--- src/rtl/urtb_pkg.sv ---
`timescale 1ns / 1ps
// urtb_pkg: shared constants, command and status codes, ring index helpers
// used by every file of the serial port ring buffer block; no dependencies
package urtb_pkg;

  localparam int TX_DEPTH    = 16;
  localparam int RX_DEPTH    = 16;
  localparam int TX_PW       = $clog2(TX_DEPTH) + 1;
  localparam int RX_PW       = $clog2(RX_DEPTH) + 1;
  localparam int TX_SW       = $clog2(TX_DEPTH);
  localparam int RX_SW       = $clog2(RX_DEPTH);
  localparam int TX_SPARE    = 2;
  localparam int LVL_W       = 5;
  localparam int CMD_W       = 3;
  localparam int DATA_W      = 8;
  localparam int STAT_W      = 2;
  localparam int QUEUE_DEPTH = 2;
  localparam int QUEUE_PW    = $clog2(QUEUE_DEPTH);
  localparam int QUEUE_CW    = $clog2(QUEUE_DEPTH + 1);

  localparam logic [CMD_W-1:0] CMD_PUT    = 3'd0;
  localparam logic [CMD_W-1:0] CMD_GET    = 3'd1;
  localparam logic [CMD_W-1:0] CMD_RECV   = 3'd2;
  localparam logic [CMD_W-1:0] CMD_TXDONE = 3'd3;
  localparam logic [CMD_W-1:0] CMD_CLEAR  = 3'd4;

  localparam logic [STAT_W-1:0] STAT_OK      = 2'd0;
  localparam logic [STAT_W-1:0] STAT_TX_FULL = 2'd1;
  localparam logic [STAT_W-1:0] STAT_RX_EMPTY = 2'd2;
  localparam logic [STAT_W-1:0] STAT_RX_OVF  = 2'd3;

  typedef enum logic [2:0] {
    OP_PUT,
    OP_GET,
    OP_RECV,
    OP_TXDONE,
    OP_CLEAR,
    OP_NOP
  } op_t;

  typedef struct packed {
    op_t               op;
    logic [DATA_W-1:0] data;
  } item_t;

  typedef logic [TX_PW-1:0] tx_idx_t;
  typedef logic [RX_PW-1:0] rx_idx_t;

  function automatic tx_idx_t tx_inc(input tx_idx_t idx);
    return (idx == TX_PW'(2 * TX_DEPTH - 1)) ? '0 : idx + TX_PW'(1);
  endfunction

  function automatic rx_idx_t rx_inc(input rx_idx_t idx);
    return (idx == RX_PW'(2 * RX_DEPTH - 1)) ? '0 : idx + RX_PW'(1);
  endfunction

  function automatic logic [TX_SW-1:0] tx_slot(input tx_idx_t idx);
    tx_idx_t s;
    s = (idx >= TX_PW'(TX_DEPTH)) ? idx - TX_PW'(TX_DEPTH) : idx;
    return s[TX_SW-1:0];
  endfunction

  function automatic logic [RX_SW-1:0] rx_slot(input rx_idx_t idx);
    rx_idx_t s;
    s = (idx >= RX_PW'(RX_DEPTH)) ? idx - RX_PW'(RX_DEPTH) : idx;
    return s[RX_SW-1:0];
  endfunction

  function automatic logic [TX_PW:0] tx_count(input tx_idx_t w, input tx_idx_t r);
    logic [TX_PW:0] c;
    if (w >= r) begin
      c = {1'b0, w} - {1'b0, r};
    end else begin
      c = {1'b0, w} + (TX_PW + 1)'(2 * TX_DEPTH) - {1'b0, r};
    end
    return c;
  endfunction

  function automatic logic [RX_PW:0] rx_count(input rx_idx_t w, input rx_idx_t r);
    logic [RX_PW:0] c;
    if (w >= r) begin
      c = {1'b0, w} - {1'b0, r};
    end else begin
      c = {1'b0, w} + (RX_PW + 1)'(2 * RX_DEPTH) - {1'b0, r};
    end
    return c;
  endfunction

endpackage

--- src/rtl/urtb_ifs.sv ---
`timescale 1ns / 1ps
// urtb_in_if, urtb_out_if: valid/ready channels for requests and results
// depends on urtb_pkg for field widths
interface urtb_in_if;
  logic                          valid;
  logic                          ready;
  logic [urtb_pkg::CMD_W-1:0]    command;
  logic [urtb_pkg::DATA_W-1:0]   data_in;

  modport source (output valid, output command, output data_in, input ready);
  modport sink   (input valid, input command, input data_in, output ready);
endinterface

interface urtb_out_if;
  logic                          valid;
  logic                          ready;
  logic [urtb_pkg::STAT_W-1:0]   status;
  logic [urtb_pkg::DATA_W-1:0]   read_data;
  logic                          send_valid;
  logic [urtb_pkg::DATA_W-1:0]   send_byte;
  logic [urtb_pkg::LVL_W-1:0]    tx_level;
  logic [urtb_pkg::LVL_W-1:0]    rx_level;

  modport source (output valid, output status, output read_data, output send_valid,
                  output send_byte, output tx_level, output rx_level, input ready);
  modport sink   (input valid, input status, input read_data, input send_valid,
                  input send_byte, input tx_level, input rx_level, output ready);
endinterface

--- src/rtl/urtb_front.sv ---
`timescale 1ns / 1ps
// urtb_front: accepts requests and decodes the command into an operation
// depends on urtb_pkg and urtb_ifs
module urtb_front (
  input  logic            clk,
  input  logic            rst_n,
  urtb_in_if.sink         in_ch,
  output urtb_pkg::item_t push_item,
  output logic            push_valid,
  input  logic            push_ready
);
  import urtb_pkg::*;

  logic  hold_valid_r;
  item_t hold_item_r;
  logic  in_fire;
  op_t   op_dec;

  always_comb begin
    unique case (in_ch.command)
      CMD_PUT:    op_dec = OP_PUT;
      CMD_GET:    op_dec = OP_GET;
      CMD_RECV:   op_dec = OP_RECV;
      CMD_TXDONE: op_dec = OP_TXDONE;
      CMD_CLEAR:  op_dec = OP_CLEAR;
      default:    op_dec = OP_NOP;
    endcase
  end

  assign in_ch.ready = !hold_valid_r || push_ready;
  assign in_fire     = in_ch.valid && in_ch.ready;
  assign push_valid  = hold_valid_r;
  assign push_item   = hold_item_r;

  always_ff @(posedge clk) begin
    if (!rst_n) begin
      hold_valid_r <= 1'b0;
    end else if (in_fire) begin
      hold_valid_r <= 1'b1;
    end else if (push_ready) begin
      hold_valid_r <= 1'b0;
    end
  end

  always_ff @(posedge clk) begin
    if (in_fire) begin
      hold_item_r.op   <= op_dec;
      hold_item_r.data <= in_ch.data_in;
    end
  end

endmodule

--- src/rtl/urtb_queue.sv ---
`timescale 1ns / 1ps
// urtb_queue: short fifo of decoded requests between front and back end
// depends on urtb_pkg
module urtb_queue (
  input  logic            clk,
  input  logic            rst_n,
  input  urtb_pkg::item_t push_item,
  input  logic            push_valid,
  output logic            push_ready,
  output urtb_pkg::item_t pop_item,
  output logic            pop_valid,
  input  logic            pop_ready
);
  import urtb_pkg::*;

  item_t                entry_r [QUEUE_DEPTH];
  logic [QUEUE_PW-1:0]  wr_ptr_r;
  logic [QUEUE_PW-1:0]  rd_ptr_r;
  logic [QUEUE_CW-1:0]  cnt_r;
  logic                 push_fire;
  logic                 pop_fire;

  assign push_ready = (cnt_r != QUEUE_CW'(QUEUE_DEPTH));
  assign pop_valid  = (cnt_r != '0);
  assign pop_item   = entry_r[rd_ptr_r];
  assign push_fire  = push_valid && push_ready;
  assign pop_fire   = pop_valid && pop_ready;

  function automatic logic [QUEUE_PW-1:0] ptr_inc(input logic [QUEUE_PW-1:0] p);
    return (p == QUEUE_PW'(QUEUE_DEPTH - 1)) ? '0 : p + QUEUE_PW'(1);
  endfunction

  always_ff @(posedge clk) begin
    if (!rst_n) begin
      wr_ptr_r <= '0;
      rd_ptr_r <= '0;
      cnt_r    <= '0;
    end else begin
      if (push_fire) begin
        wr_ptr_r <= ptr_inc(wr_ptr_r);
      end
      if (pop_fire) begin
        rd_ptr_r <= ptr_inc(rd_ptr_r);
      end
      if (push_fire && !pop_fire) begin
        cnt_r <= cnt_r + QUEUE_CW'(1);
      end else if (pop_fire && !push_fire) begin
        cnt_r <= cnt_r - QUEUE_CW'(1);
      end
    end
  end

  always_ff @(posedge clk) begin
    if (push_fire) begin
      entry_r[wr_ptr_r] <= push_item;
    end
  end

  a_cnt_bound: assert property (@(posedge clk) disable iff (!rst_n)
    cnt_r <= QUEUE_CW'(QUEUE_DEPTH))
    else $error("queue count beyond depth");

  a_no_push_full: assert property (@(posedge clk) disable iff (!rst_n)
    (cnt_r == QUEUE_CW'(QUEUE_DEPTH)) && !pop_fire |=> cnt_r == QUEUE_CW'(QUEUE_DEPTH))
    else $error("queue lost an entry while full");

  a_ptr_gap: assert property (@(posedge clk) disable iff (!rst_n)
    (cnt_r == '0) |-> (wr_ptr_r == rd_ptr_r))
    else $error("queue pointers disagree with empty count");

endmodule

--- src/rtl/urtb_back.sv ---
`timescale 1ns / 1ps
// urtb_back: executes operations on the transmit and receive rings and
// drives the result register; depends on urtb_pkg and urtb_ifs
module urtb_back (
  input  logic            clk,
  input  logic            rst_n,
  input  urtb_pkg::item_t pop_item,
  input  logic            pop_valid,
  output logic            pop_ready,
  urtb_out_if.source      out_ch
);
  import urtb_pkg::*;

  localparam logic S_EXEC = 1'b0;
  localparam logic S_FIN  = 1'b1;

  logic [DATA_W-1:0] tx_mem [TX_DEPTH];
  logic [DATA_W-1:0] rx_mem [RX_DEPTH];

  logic    state_r;
  tx_idx_t tx_wr_r, tx_wr_nxt, tx_rd_r, tx_rd_nxt;
  rx_idx_t rx_wr_r, rx_wr_nxt, rx_rd_r, rx_rd_nxt;
  logic    tx_idle_r, tx_idle_nxt;

  logic [STAT_W-1:0] stat_r, stat_nxt;
  logic              send_r, send_nxt;
  logic              bypass_r, bypass_nxt;
  logic              get_r, get_nxt;
  logic              tx_we, rx_we;
  logic [DATA_W-1:0] data_r;
  logic [DATA_W-1:0] tx_q_r, rx_q_r;

  logic              out_valid_r;
  logic [STAT_W-1:0] out_stat_r;
  logic [DATA_W-1:0] out_read_r;
  logic              out_send_r;
  logic [DATA_W-1:0] out_byte_r;
  logic [LVL_W-1:0]  out_txl_r, out_rxl_r;

  logic [TX_PW:0] tx_cnt;
  logic [RX_PW:0] rx_cnt;
  logic           pop_fire;
  logic           out_load;

  assign tx_cnt    = tx_count(tx_wr_r, tx_rd_r);
  assign rx_cnt    = rx_count(rx_wr_r, rx_rd_r);
  assign pop_ready = (state_r == S_EXEC);
  assign pop_fire  = pop_valid && pop_ready;
  assign out_load  = (state_r == S_FIN) && (!out_valid_r || out_ch.ready);

  always_comb begin
    tx_wr_nxt   = tx_wr_r;
    tx_rd_nxt   = tx_rd_r;
    rx_wr_nxt   = rx_wr_r;
    rx_rd_nxt   = rx_rd_r;
    tx_idle_nxt = tx_idle_r;
    stat_nxt    = STAT_OK;
    send_nxt    = 1'b0;
    bypass_nxt  = 1'b0;
    get_nxt     = 1'b0;
    tx_we       = 1'b0;
    rx_we       = 1'b0;
    unique case (pop_item.op)
      OP_PUT: begin
        if (tx_cnt >= (TX_PW + 1)'(TX_DEPTH - TX_SPARE)) begin
          stat_nxt = STAT_TX_FULL;
        end else begin
          tx_we     = 1'b1;
          tx_wr_nxt = tx_inc(tx_wr_r);
          if (tx_idle_r) begin
            tx_idle_nxt = 1'b0;
            send_nxt    = 1'b1;
            bypass_nxt  = (tx_cnt == '0);
            tx_rd_nxt   = tx_inc(tx_rd_r);
          end
        end
      end
      OP_GET: begin
        if (rx_cnt == '0) begin
          stat_nxt = STAT_RX_EMPTY;
        end else begin
          get_nxt   = 1'b1;
          rx_rd_nxt = rx_inc(rx_rd_r);
        end
      end
      OP_RECV: begin
        if (rx_cnt < (RX_PW + 1)'(RX_DEPTH)) begin
          rx_we     = 1'b1;
          rx_wr_nxt = rx_inc(rx_wr_r);
        end else begin
          stat_nxt = STAT_RX_OVF;
        end
      end
      OP_TXDONE: begin
        if (tx_cnt != '0) begin
          send_nxt  = 1'b1;
          tx_rd_nxt = tx_inc(tx_rd_r);
        end else begin
          tx_idle_nxt = 1'b1;
        end
      end
      OP_CLEAR: begin
        tx_wr_nxt   = '0;
        tx_rd_nxt   = '0;
        rx_wr_nxt   = '0;
        rx_rd_nxt   = '0;
        tx_idle_nxt = 1'b1;
      end
      default: begin
      end
    endcase
  end

  always_ff @(posedge clk) begin
    if (!rst_n) begin
      state_r     <= S_EXEC;
      tx_wr_r     <= '0;
      tx_rd_r     <= '0;
      rx_wr_r     <= '0;
      rx_rd_r     <= '0;
      tx_idle_r   <= 1'b1;
      out_valid_r <= 1'b0;
    end else begin
      if (pop_fire) begin
        state_r   <= S_FIN;
        tx_wr_r   <= tx_wr_nxt;
        tx_rd_r   <= tx_rd_nxt;
        rx_wr_r   <= rx_wr_nxt;
        rx_rd_r   <= rx_rd_nxt;
        tx_idle_r <= tx_idle_nxt;
      end else if (out_load) begin
        state_r <= S_EXEC;
      end
      if (out_load) begin
        out_valid_r <= 1'b1;
      end else if (out_ch.ready) begin
        out_valid_r <= 1'b0;
      end
    end
  end

  // ring stores, read-before-write
  always_ff @(posedge clk) begin
    if (pop_fire) begin
      tx_q_r <= tx_mem[tx_slot(tx_rd_r)];
      rx_q_r <= rx_mem[rx_slot(rx_rd_r)];
      if (tx_we) begin
        tx_mem[tx_slot(tx_wr_r)] <= pop_item.data;
      end
      if (rx_we) begin
        rx_mem[rx_slot(rx_wr_r)] <= pop_item.data;
      end
    end
  end

  always_ff @(posedge clk) begin
    if (pop_fire) begin
      stat_r   <= stat_nxt;
      send_r   <= send_nxt;
      bypass_r <= bypass_nxt;
      get_r    <= get_nxt;
      data_r   <= pop_item.data;
    end
    if (out_load) begin
      out_stat_r <= stat_r;
      out_read_r <= get_r ? rx_q_r : '0;
      out_send_r <= send_r;
      out_byte_r <= send_r ? (bypass_r ? data_r : tx_q_r) : '0;
      out_txl_r  <= LVL_W'(tx_cnt);
      out_rxl_r  <= LVL_W'(rx_cnt);
    end
  end

  assign out_ch.valid      = out_valid_r;
  assign out_ch.status     = out_stat_r;
  assign out_ch.read_data  = out_read_r;
  assign out_ch.send_valid = out_send_r;
  assign out_ch.send_byte  = out_byte_r;
  assign out_ch.tx_level   = out_txl_r;
  assign out_ch.rx_level   = out_rxl_r;

  a_tx_level: assert property (@(posedge clk) disable iff (!rst_n)
    tx_cnt <= (TX_PW + 1)'(TX_DEPTH - TX_SPARE))
    else $error("transmit ring over its put limit");

  a_rx_level: assert property (@(posedge clk) disable iff (!rst_n)
    rx_cnt <= (RX_PW + 1)'(RX_DEPTH))
    else $error("receive ring over depth");

  a_idle_empty: assert property (@(posedge clk) disable iff (!rst_n)
    tx_idle_r |-> (tx_cnt == '0))
    else $error("transmitter idle with bytes queued");

  a_clear: assert property (@(posedge clk) disable iff (!rst_n)
    pop_fire && (pop_item.op == OP_CLEAR) |=> (tx_cnt == '0) && (rx_cnt == '0))
    else $error("clear left bytes in a ring");

endmodule

--- src/rtl/uart_tx_rx_ring_buffers_top.sv ---
`timescale 1ns / 1ps
// uart_tx_rx_ring_buffers_top: serial port transmit and receive ring buffers
// depends on urtb_pkg, urtb_ifs, urtb_front, urtb_queue, urtb_back
//
// in_ch carries one request per handshake: command (put, get, line byte
// received, line transmit done, clear) and data_in. out_ch returns exactly
// one result per request: status, read_data, send_valid/send_byte for the
// line transmitter, and both ring levels after the request.
// the back end handles each request as an execute step and then a result
// load after the registered store read, and takes no new request until
// that result is loaded.
// the front register and a two-entry queue decouple intake from execution;
// when out_ch stalls, the result register holds, the back end waits, and
// in_ch keeps taking requests until the queue and front register are full.
// reset (rst_n low, synchronous) empties both rings, idles the transmitter
// and drops anything in flight; no clearing pass is needed.
module uart_tx_rx_ring_buffers_top (
  input  logic       clk,
  input  logic       rst_n,
  urtb_in_if.sink    in_ch,
  urtb_out_if.source out_ch
);
  import urtb_pkg::*;

  item_t push_item, pop_item;
  logic  push_valid, push_ready;
  logic  pop_valid, pop_ready;

  urtb_front u_front (
    .clk        (clk),
    .rst_n      (rst_n),
    .in_ch      (in_ch),
    .push_item  (push_item),
    .push_valid (push_valid),
    .push_ready (push_ready)
  );

  urtb_queue u_queue (
    .clk        (clk),
    .rst_n      (rst_n),
    .push_item  (push_item),
    .push_valid (push_valid),
    .push_ready (push_ready),
    .pop_item   (pop_item),
    .pop_valid  (pop_valid),
    .pop_ready  (pop_ready)
  );

  urtb_back u_back (
    .clk       (clk),
    .rst_n     (rst_n),
    .pop_item  (pop_item),
    .pop_valid (pop_valid),
    .pop_ready (pop_ready),
    .out_ch    (out_ch)
  );

endmodule

--- src/flat_wrapper.sv ---
// flat-port wrapper written by rule: the top's interface ports become plain ports
module uart_tx_rx_ring_buffers_top_flat import urtb_pkg::*;
  (clk, rst_n, in_ch_valid, in_ch_command, in_ch_data_in, in_ch_ready, out_ch_valid, out_ch_status, out_ch_read_data, out_ch_send_valid, out_ch_send_byte, out_ch_tx_level, out_ch_rx_level, out_ch_ready);
  urtb_in_if in_ch_i ();
  urtb_out_if out_ch_i ();
  input  logic clk;
  input  logic rst_n;
  input wire logic [$bits(in_ch_i.valid)-1:0] in_ch_valid;
  input wire logic [$bits(in_ch_i.command)-1:0] in_ch_command;
  input wire logic [$bits(in_ch_i.data_in)-1:0] in_ch_data_in;
  output wire logic [$bits(in_ch_i.ready)-1:0] in_ch_ready;
  output wire logic [$bits(out_ch_i.valid)-1:0] out_ch_valid;
  output wire logic [$bits(out_ch_i.status)-1:0] out_ch_status;
  output wire logic [$bits(out_ch_i.read_data)-1:0] out_ch_read_data;
  output wire logic [$bits(out_ch_i.send_valid)-1:0] out_ch_send_valid;
  output wire logic [$bits(out_ch_i.send_byte)-1:0] out_ch_send_byte;
  output wire logic [$bits(out_ch_i.tx_level)-1:0] out_ch_tx_level;
  output wire logic [$bits(out_ch_i.rx_level)-1:0] out_ch_rx_level;
  input wire logic [$bits(out_ch_i.ready)-1:0] out_ch_ready;
  assign in_ch_i.valid = in_ch_valid;
  assign in_ch_i.command = in_ch_command;
  assign in_ch_i.data_in = in_ch_data_in;
  assign in_ch_ready = in_ch_i.ready;
  assign out_ch_valid = out_ch_i.valid;
  assign out_ch_status = out_ch_i.status;
  assign out_ch_read_data = out_ch_i.read_data;
  assign out_ch_send_valid = out_ch_i.send_valid;
  assign out_ch_send_byte = out_ch_i.send_byte;
  assign out_ch_tx_level = out_ch_i.tx_level;
  assign out_ch_rx_level = out_ch_i.rx_level;
  assign out_ch_i.ready = out_ch_ready;
  uart_tx_rx_ring_buffers_top u_core (.clk(clk), .rst_n(rst_n), .in_ch(in_ch_i), .out_ch(out_ch_i));
endmodule
--- config.mk ---
export PLATFORM = sky130hd
export DESIGN_NAME = uart_tx_rx_ring_buffers_top_flat
export DESIGN_NICKNAME = d
export VERILOG_FILES = /design/src/rtl/urtb_pkg.sv /design/src/rtl/urtb_ifs.sv /design/src/rtl/urtb_front.sv /design/src/rtl/urtb_queue.sv /design/src/rtl/urtb_back.sv /design/src/rtl/uart_tx_rx_ring_buffers_top.sv /design/src/flat_wrapper.sv
export SDC_FILE = /design/constraint.sdc
export NUM_CORES = 1
export LEC_CHECK = 0
export BUFFER_PORTS_ARGS = -buffer_cell sky130_fd_sc_hd__buf_2
export CORE_ASPECT_RATIO = 0.9
export CORE_MARGIN = 10
export CORE_UTILIZATION = 65
export DETAILED_ROUTE_END_ITERATION = 8
export GPL_TIMING_DRIVEN = 0
export PLACE_DENSITY = 0.88
export REMOVE_ABC_BUFFERS = 1
export SLEW_MARGIN = 40
export SYNTH_ARGS = -nofsm -noshare
export SYNTH_HDL_FRONTEND = slang
export SYNTH_SLANG_ARGS = --single-unit
--- constraint.sdc ---
create_clock -name clk -period 8.6 [get_ports clk]
set_clock_uncertainty 0.05 [all_clocks]
set_input_delay 1.72 -clock clk [delete_from_list [all_inputs] [get_ports clk]]
set_output_delay 1.72 -clock clk [all_outputs]
set_load 0.05 [all_outputs]
Word-level counts from Yosys, hierarchy flattened. Memories as Yosys holds them, arrays and structs flattened. A register that Yosys moved wholly into a read port is not among the register bits. Index checks and enable logic that the tools add are counted.

Flip-flop bits (word level): 81. Bits in writable memories: 278. Bits of input ports: 15. Memories kept: 3.

$add $sub $neg: 18. Order comparisons: 8. Equality and inequality tests: 19. Multiplexer cells: 58. Bitwise operators: 3. Reductions and logical operators: 32.

Memory list: u_core.u_back.rx_mem (depth 16, width 8, read ports 1, clocked after Yosys merged registers in 1, write ports 1, RTL line urtb_back.sv:18) `logic [DATA_W-1:0] rx_mem [RX_DEPTH];`; u_core.u_back.tx_mem (depth 16, width 8, read ports 1, clocked after Yosys merged registers in 1, write ports 1, RTL line urtb_back.sv:17) `logic [DATA_W-1:0] tx_mem [TX_DEPTH];`; u_core.u_queue.entry_r (depth 2, width 11, read ports 1, clocked after Yosys merged registers in 1, write ports 1, RTL line urtb_queue.sv:16) `item_t entry_r [QUEUE_DEPTH];`.

Operator list (number): $mux W5 (10); $pmux W5 S2 (3); $mux W1 (29); $add A5 B1 Y5 const B (4); $eq A5 B5 Y1 const B (4); $ge A5 B5 Y1 const B (4); $mux W4 (4); $reduce_bool A2 Y1 (8); $sub A4 B1 Y4 const B (4); $pmux W3 S5 (1); $pmux W5 S3 (1); $ne A2 B2 Y1 const B (7); $add A5 B6 Y6 const B (2); $eq A3 B2 Y1 const B (4); $logic_not A6 Y1 (2); $mux W6 (2); $sub A5 B5 Y6 (2); $sub A6 B5 Y6 (2); $ge A5 B5 Y1 (2); $reduce_and A3 Y1 (3); $mux W2 (4); $mux W8 (1); $eq A3 B1 Y1 const B (2); $eq A3 B3 Y1 const B (2); 18 further kinds (31).

Logic depth before layout (Yosys ltp). Gate-level depths: netlist of the first run.

Depth in word-level cells: 9. Depth in mapped cells: 12. Gate-level depth less buffers: 11.

Cells and area by module. A second synthesis of the first run with hierarchy kept.

Cells, all modules: 803. Area, all modules: 15001.9 um^2.

Modules (own cells, without submodules): urtb_back (times used 1, cells an instance 726, area each 13564.3 um^2); urtb_queue (times used 1, cells an instance 58, area each 1032.2 um^2); urtb_front (times used 1, cells an instance 19, area each 405.4 um^2).

Worst setup path after synthesis of the first run. No wires, ideal clock.

Path kind: register -> register. From: reg u_core.u_back.rx_rd_r[1]. To: mem u_core.u_back.rx_mem[3][0], enable pin. Setup time: 383 ps. Data arrival time: 2946 ps. Required time: 8167 ps. Slack: 5221 ps. Cell stages (with the launch flop): 11. Buffers on the path: 2. Period minus slack after synthesis: 3379 ps. Cell sequence: dfxtp_1 clkbuf_1 clkbuf_1 inv_1 fa_1 a21o_1 a21oi_1 xnor2_1 a211oi_2 nand2_1 nor3_1.

Cells in the longest elaborated chain, start to end: 8.

RTL lines: start, declared (RTL line urtb_back.sv:22) `rx_idx_t rx_wr_r, rx_wr_nxt, rx_rd_r, rx_rd_nxt;`; start signal, assigned (RTL line urtb_back.sv:129) `rx_rd_r <= rx_rd_nxt;`; $sub A6 B5 Y6 (tied with other cells) (RTL line urtb_pkg.sv:84) `c = {1'b0, w} + (RX_PW + 1)'(2 * RX_DEPTH) - {1'b0, r};`; $mux W6 (*) (RTL line urtb_pkg.sv:81) `if (w >= r) begin`; net u_core.u_back.rx_cnt[4] (RTL line urtb_back.sv:41) `logic [RX_PW:0] rx_cnt;`; $lt A6 B5 Y1 (*) (RTL line urtb_back.sv:87) `if (rx_cnt < (RX_PW + 1)'(RX_DEPTH)) begin`; $mux W1 (*) (RTL line urtb_back.sv:87); $mux W1 (*) (RTL line urtb_back.sv:63) `unique case (pop_item.op)`; $mux W1 (*) (RTL line urtb_back.sv:150) `if (rx_we) begin`; $mux W1 (*) (RTL line urtb_back.sv:144) `if (pop_fire) begin`; $mux W1 (implied by the code) (*) (RTL line urtb_back.sv:151) `rx_mem[rx_slot(rx_wr_r)] <= pop_item.data;`; end, declared (RTL line urtb_back.sv:18).

The timed path passes the listed nets; every way through them passes the cells marked *.

Worst setup path after layout of the first run.
From: reg u_core.u_back.tx_rd_r[2]. To: mem u_core.u_back.tx_mem[5][4], enable pin.

Cells in the longest elaborated chain, start to end: 8.

RTL lines: start, declared (RTL line urtb_back.sv:21) `tx_idx_t tx_wr_r, tx_wr_nxt, tx_rd_r, tx_rd_nxt;`; start signal, assigned (RTL line urtb_back.sv:127) `tx_rd_r <= tx_rd_nxt;`; $sub A6 B5 Y6 (tied with other cells) (RTL line urtb_pkg.sv:74) `c = {1'b0, w} + (TX_PW + 1)'(2 * TX_DEPTH) - {1'b0, r};`; $mux W6 (*) (RTL line urtb_pkg.sv:71) `if (w >= r) begin`; $ge A6 B4 Y1 (*) (RTL line urtb_back.sv:65) `if (tx_cnt >= (TX_PW + 1)'(TX_DEPTH - TX_SPARE)) begin`; $mux W1 (*) (RTL line urtb_back.sv:65); $mux W1 (*) (RTL line urtb_back.sv:63); $mux W1 (*) (RTL line urtb_back.sv:147) `if (tx_we) begin`; $mux W1 (*) (RTL line urtb_back.sv:144); $mux W1 (implied by the code) (*) (RTL line urtb_back.sv:148) `tx_mem[tx_slot(tx_wr_r)] <= pop_item.data;`; end, declared (RTL line urtb_back.sv:17).

Every way passes the cells marked *; elsewhere a longest branch is shown, timed or not.

==> results of run 1 <==
-- logic make-up after synthesis --
logic type / after synthesis / share of synthesized area
AO/OA/AOI/OAI: 59 / 0.0306
buffers and inverters: 61 / 0.0170
XOR/XNOR: 10 / 0.00628
AND/OR/NAND/NOR: 166 / 0.0587
flip-flops: 376 / 0.726
adder cells (fa/ha/maj): 27 / 0.0233
multiplexers: 106 / 0.138
-- cells in the final DEF, fill, tap and decap left out, drive strengths merged, types with 3 or more instances in the layout --
cell,instances
nand2b,8
or3,5
edfxtp,347
nand2,30
ha,25
nor2b,14
a211oi,5
bufinv,3
xor2,7
nor3b,3
clkbuf,47
dfxtp,29
nand4,5
mux2i,17
nand3,15
o21ai,13
and2,15
nor2,40
mux2,9
and4b,4
o31ai,5
a21oi,13
inv,28
nand3b,3
a21o,6
and3,5
nor3,11
mux4,80
buf,47
xnor2,3
or4,3
clkinv,10
o32ai,3
a31o,3
-- metal layers --
metal,vias up,wire [um],track usage
li1,3310,-,-
met1,4021,12200,0.285
met2,451,16100,0.359
met3,85,3170,0.0512
met4,0,979,0.0723
met5,-,0,0
-- synthesized netlist by cell type, types with 10 or more instances --
cell	instances	area (um^2)
edfxtp_1	347	10400
mux4_2	80	1800
nor2_1	37	139
nand2_1	30	113
dfxtp_1	29	581
inv_1	26	97.6
ha_1	25	313
clkbuf_1	18	67.6
mux2i_1	16	160
and2_1	15	93.8
nand3_1	15	75.1
nor2b_1	14	87.6
buf_2	11	55.1
a21oi_1	10	50.1
-- path summary, 6_finish.rpt --
| path | from | end | slack (ps) | depth (start not counted) |
|---|---|---|---|---|
| max | u_core.u_back.tx_rd_r[2] | u_core.u_back.tx_mem[5][4] | 4470 | 9 |
| min reg2reg | u_core.u_back.stat_r[1] | u_core.u_back.out_ch.status[1] | 370 | 0 |
| max reg2reg | u_core.u_back.tx_rd_r[2] | u_core.u_back.tx_mem[5][4] | 4470 | 9 |
| min | u_core.u_back.stat_r[1] | u_core.u_back.out_ch.status[1] | 370 | 0 |
-- metrics by stage --
stage | worst slack, ps | total power [mW] | instance area (um^2) | utilization
2_1_floorplan | 4220 | 2.99 | 15000 | -
3_3_place_gp | 3110 | 3.23 | 15600 | 0.687
3_5_place_dp | 4730 | 3.27 | 15700 | 0.690
4_1_cts | 4610 | 4.77 | 16800 | 0.739
5_1_grt | 4270 | 4.91 | 16800 | 0.739
6_report | 4470 | 4.76 | 16800 | 0.739
-- report_power, final --
group          internal, mW  total, mW  switching (mW)
Combinational         0.255      0.861           0.605
Clock                 0.873       1.51           0.636
Sequential             2.29       2.39           0.101
Total                  3.42       4.76            1.34
-- flip-flops by register name (all words and copies together), names as in the netlist, 8 cells and up, named ones only --
signal and count:
u_core.u_back.rx_mem 128, u_core.u_back.tx_mem 128, u_core.u_queue.entry_r 22, u_core.u_front.push_item 11
u_core.u_back.data_r 8, u_core.u_back.out_ch.read_data 8, u_core.u_back.out_ch.send_byte 8, u_core.u_back.rx_q_r 8
u_core.u_back.tx_q_r 8
-- area by class of cell --
class,instances,share of cell area
well taps,297,0.0221
clock inverters,13,0.00835
multi-input cells,368,0.234
flip-flops and latches,376,0.656
inverters,29,0.00656
repair buffers,47,0.0158
clock buffers,47,0.0572
==> results.sh, run 1 <==
export IMPL_crit_chain="inv_1, ha_1, or2_4, o31ai_4, a211o_1, a21oi_4, nor3_2, nand3b_1, nor2_1"
export IMPL_arrival_ps=4210
export IMPL_drt_iter0_drc=991
export IMPL_drt_total_wl_um=32400
export IMPL_grt_pass1_vias=7995
export IMPL_synth_cells=805
export IMPL_rsz0062_at_grt="false"
export IMPL_die_w_um=181
export IMPL_drc=0
export IMPL_max_freq_ghz=0.242
export IMPL_seq_area_um2=11000
export IMPL_max_slew_margin=0.434
export IMPL_cts_sink_count=376
export IMPL_wl_per_cell_um=27.5
export IMPL_crit_buf_inv=1
export IMPL_irDropWorstVdd_mv=0.232
export IMPL_yosysUniqueCellTypes=63
export IMPL_detail_route_antenna_nets=0
export IMPL_cts_tree="yes"
export IMPL_dp_cells=1117
export IMPL_clkTransAtPathRegs_ps=60
export IMPL_dp_hpwl_um=18800
export IMPL_worst_pin_slew_ps=846
export IMPL_crit_type="reg2reg"
export IMPL_cts_setup_buffers=0
export IMPL_instances_no_fill=1177
export IMPL_start_util=0.667
export IMPL_cts_buffers=35
export IMPL_crit_family="simple AND/OR/NAND/NOR gates"
export IMPL_drv_cap=0
export IMPL_holdWs_ps=366
export IMPL_finalCriticalPeriod_ps=4130
export IMPL_slowest_delay_ps=760
export IMPL_multi_input_area_um2=3920
export IMPL_grt_usage=0.218
export IMPL_clock_latency_ps=520
export IMPL_leakage_nw=5.50
export IMPL_cts_path_max_buffers=3
export IMPL_place_congestion=0.856
export IMPL_core_area_um2=22700
export IMPL_setup_viol=0
export IMPL_rows=52
export IMPL_diodes=0
export IMPL_status="completed"
export IMPL_portBuffers=45
export IMPL_ioPinCount=46
export IMPL_hold_viol_final=0
export IMPL_vias_per_cell=6.68
export IMPL_vias=7867
export IMPL_overflow=0
export IMPL_cp_end_kind="flip-flop"
export IMPL_power_density_nw_per_um2=284
export IMPL_syn_cell_area_um2=15100
export IMPL_die_h_um=165
export IMPL_cts_max_level=2
export IMPL_area_growth_pct=10.9
export IMPL_ctsResizeCount=0
export IMPL_synth_async_sr_flop_share=0
export IMPL_hp_class="reg2reg"
export IMPL_fin_crit_sh=0.480
export IMPL_yosysSeqAreaShare=0.726
export IMPL_drive_above_1_share=0.253
export IMPL_slowest_stage="dfxtp_1"
export IMPL_grt_max_degree=38
export IMPL_yosys_warnings=0
export IMPL_worst_path_max_fanout=11
export IMPL_synth_area_per_cell_um2=18.8
export IMPL_hold_buffers=0
export IMPL_synth_seq_cells=376
export IMPL_synth_edff_count=347
export IMPL_setup_worst_path_start_class="flip-flop"
export IMPL_root_buffer="clkbuf_16"
export IMPL_die_area_um2=29800
export IMPL_ys_flop_type="edfxtp_1"
export IMPL_nFillCells=1164
export IMPL_drv_slew=0
export IMPL_antenna_found_initial=0
export IMPL_grt_pass1_wl_um=49000
export IMPL_drt_first_pass_iters=5
export IMPL_worst_ep_required_time_ps=8680
export IMPL_nets=899
export IMPL_fin_setup_tns_ps=0
Power figures use the tool's default switching activity.
==> run 2, diff against run 1 <==
--- a/config.mk
+++ b/config.mk
@@ -8,10 +8,10 @@
 export BUFFER_PORTS_ARGS = -buffer_cell sky130_fd_sc_hd__buf_2
 export CORE_ASPECT_RATIO = 0.9
 export CORE_MARGIN = 10
-export CORE_UTILIZATION = 65
+export CORE_UTILIZATION = 56
 export DETAILED_ROUTE_END_ITERATION = 8
 export GPL_TIMING_DRIVEN = 0
-export PLACE_DENSITY = 0.88
+export PLACE_DENSITY = 0.81
 export REMOVE_ABC_BUFFERS = 1
 export SLEW_MARGIN = 40
 export SYNTH_ARGS = -nofsm -noshare
==> constraint.sdc (replaced) <==
create_clock -name clk -period 3.7 [get_ports clk]
set_clock_uncertainty 0.05 [all_clocks]
set_input_delay 0.74 -clock clk [delete_from_list [all_inputs] [get_ports clk]]
set_output_delay 0.74 -clock clk [all_outputs]
set_load 0.05 [all_outputs]
==> results.sh, run 2 (synthesis gave the netlist of run 1 again) <==
export IMPL_hp_class="in2reg"
export IMPL_drt_total_wl_um=31100
export IMPL_setup_worst_path_start_class="flip-flop"
export IMPL_irDropWorstVdd_mv=0.375
export IMPL_drive_above_1_share=0.283
export IMPL_vias_per_cell=6.13
export IMPL_final_cell_mix="edfxtp_1 (347), mux4_2 (80), buf_2 (45)"
export IMPL_worst_path_max_fanout=36
export IMPL_antenna_found_initial=0
export IMPL_fin_setup_tns_ps=0
export IMPL_die_h_um=176
export IMPL_max_slew_margin=0.457
export IMPL_leakage_nw=5.58
export IMPL_cts_sink_count=376
export IMPL_clkTransAtPathRegs_ps=70
export IMPL_die_w_um=193
export IMPL_root_buffer="clkbuf_16"
export IMPL_status="completed"
export IMPL_hold_end="u_core.u_front.push_item[7]"
export IMPL_core_area_um2=26800
export IMPL_holdWs_ps=328
export IMPL_drv_slew=0
export IMPL_overflow=0
export IMPL_drt_iter0_drc=994
export IMPL_portBuffers=45
export IMPL_cts_buffers=37
export IMPL_utilization=0.637
export IMPL_placed_area_um2=15700
export IMPL_vias=7606
export IMPL_nets=902
export IMPL_hold_viol_final=0
export IMPL_finalCriticalPeriod_ps=3610
export IMPL_area_growth_pct=12.8
export IMPL_setup_viol=0
export IMPL_layout_commonest_cell="edfxtp_1"
export IMPL_rows=57
export IMPL_grt_usage=0.183
export IMPL_clock_latency_ps=530
export IMPL_hold_depth=1
export IMPL_rr_worst_depth=8
export IMPL_power_density_nw_per_um2=662
export IMPL_detail_route_antenna_nets=0
export IMPL_max_freq_ghz=0.277
export IMPL_cts_max_level=2
export IMPL_rsz0062_at_grt="true"
export IMPL_grt_max_degree=38
export IMPL_wl_per_cell_um=25.0
export IMPL_place_congestion=0.814
export IMPL_grt_pass1_vias=7799
export IMPL_arrival_ps=3700
export IMPL_cts_path_max_buffers=3
export IMPL_r2r_start="u_core.u_back.rx_rd_r[1]"
export IMPL_rrSetupSlack_ps=90
export IMPL_r2r_end="u_core.u_back.rx_mem[7][4]"
export IMPL_largestRegisters="u_core.u_back.rx_mem: 128 flops, u_core.u_back.tx_mem: 128 flops, u_core.u_queue.entry_r: 22 flops"
export IMPL_ioPinCount=46
export IMPL_cp_end_kind="flip-flop"
export IMPL_drc=0
export IMPL_drt_first_pass_iters=5
export IMPL_worst_pin_slew_ps=812
export IMPL_min_from="in_ch_data_in[7]"
export IMPL_fin_crit_sh=0.974
export IMPL_worst_ep_required_time_ps=3800
export IMPL_start_util=0.565
export IMPL_cts_tree="yes"
export IMPL_grt_pass1_wl_um=48000
export IMPL_die_area_um2=34000
export IMPL_drv_cap=0
export IMPL_crit_type="reg2reg"
export IMPL_dp_hpwl_um=18300
export IMPL_stdcell_area_um2=17100
## run 2: worst max path at each step
stage	endpoint	cells past startpoint	start
6_report	u_core.u_back.rx_mem[7][4]	8	u_core.u_back.rx_rd_r[1]
4_1_cts	u_core.u_back.tx_mem[13][2]	9	u_core.u_back.tx_wr_r[0]
5_1_grt	u_core.u_back.rx_mem[11][5]	8	u_core.u_back.rx_rd_r[1]
3_5_place_dp	u_core.u_back.tx_mem[6][5]	9	u_core.u_back.tx_rd_r[2]
3_3_place_gp	u_core.u_back.rx_mem[3][6]	9	u_core.u_back.rx_rd_r[0]
2_1_floorplan	u_core.u_back.rx_mem[3][0]	9	u_core.u_back.rx_rd_r[0]
## run 2: cell type report
type | instances | area [um^2]
diodes | 1 | 2.50
clock inverters | 19 | 203
clock buffers | 46 | 1020
flip-flops and latches | 376 | 11000
fillers | 1762 | 9740
well taps | 354 | 443
multi-input cells | 368 | 4010
inverters | 29 | 110
repair buffers | 48 | 273
## run 2: power by group
part	total [mW]	internal [mW]	leakage, nW	switching, mW
clock network	3.79	2.24	0.602	1.55
registers	5.55	5.33	3.40	0.225
logic	1.96	0.593	1.58	1.36
total	11.3	8.17	5.58	3.14
## run 2: what timing repair did
action | 4_1_cts | 5_1_grt
gates resized for setup | 6 | 20
pin swaps | 0 | 3
endpoints found under the setup margin | 86 | 184
hold buffers | 0 | 0
buffers inserted | 0 | 1
## run 2: critical path, cell delays in order (launching register included)
cell	delay, ps
dfxtp_4	690
inv_1	170
fa_1	430
a21o_1	180
a21oi_1	170
xnor2_1	190
a211oi_2	360
nand2_1	290
nor2_1	700
## run 2: stage by stage
step | power (mW) | instances | worst slack (ps)
floorplan | 6.96 | 773 | -677
global placement | 7.51 | 1172 | -1770
detailed placement | 7.58 | 1174 | -70.5
CTS | 11.4 | 1239 | -170
global route | 11.7 | 1240 | -158
finish | 11.3 | 1241 | 94.9
## run 2: per-layer routing
metal | part of all wire | GRT usage | wire length, um | up-vias
met5 | 0 | 0 | 0 | -
met4 | 0.020 | 0.0562 | 607 | 0
met3 | 0.080 | 0.0404 | 2500 | 47
met2 | 0.49 | 0.298 | 15400 | 318
met1 | 0.41 | 0.245 | 12600 | 3919
li1 | - | - | - | 3322
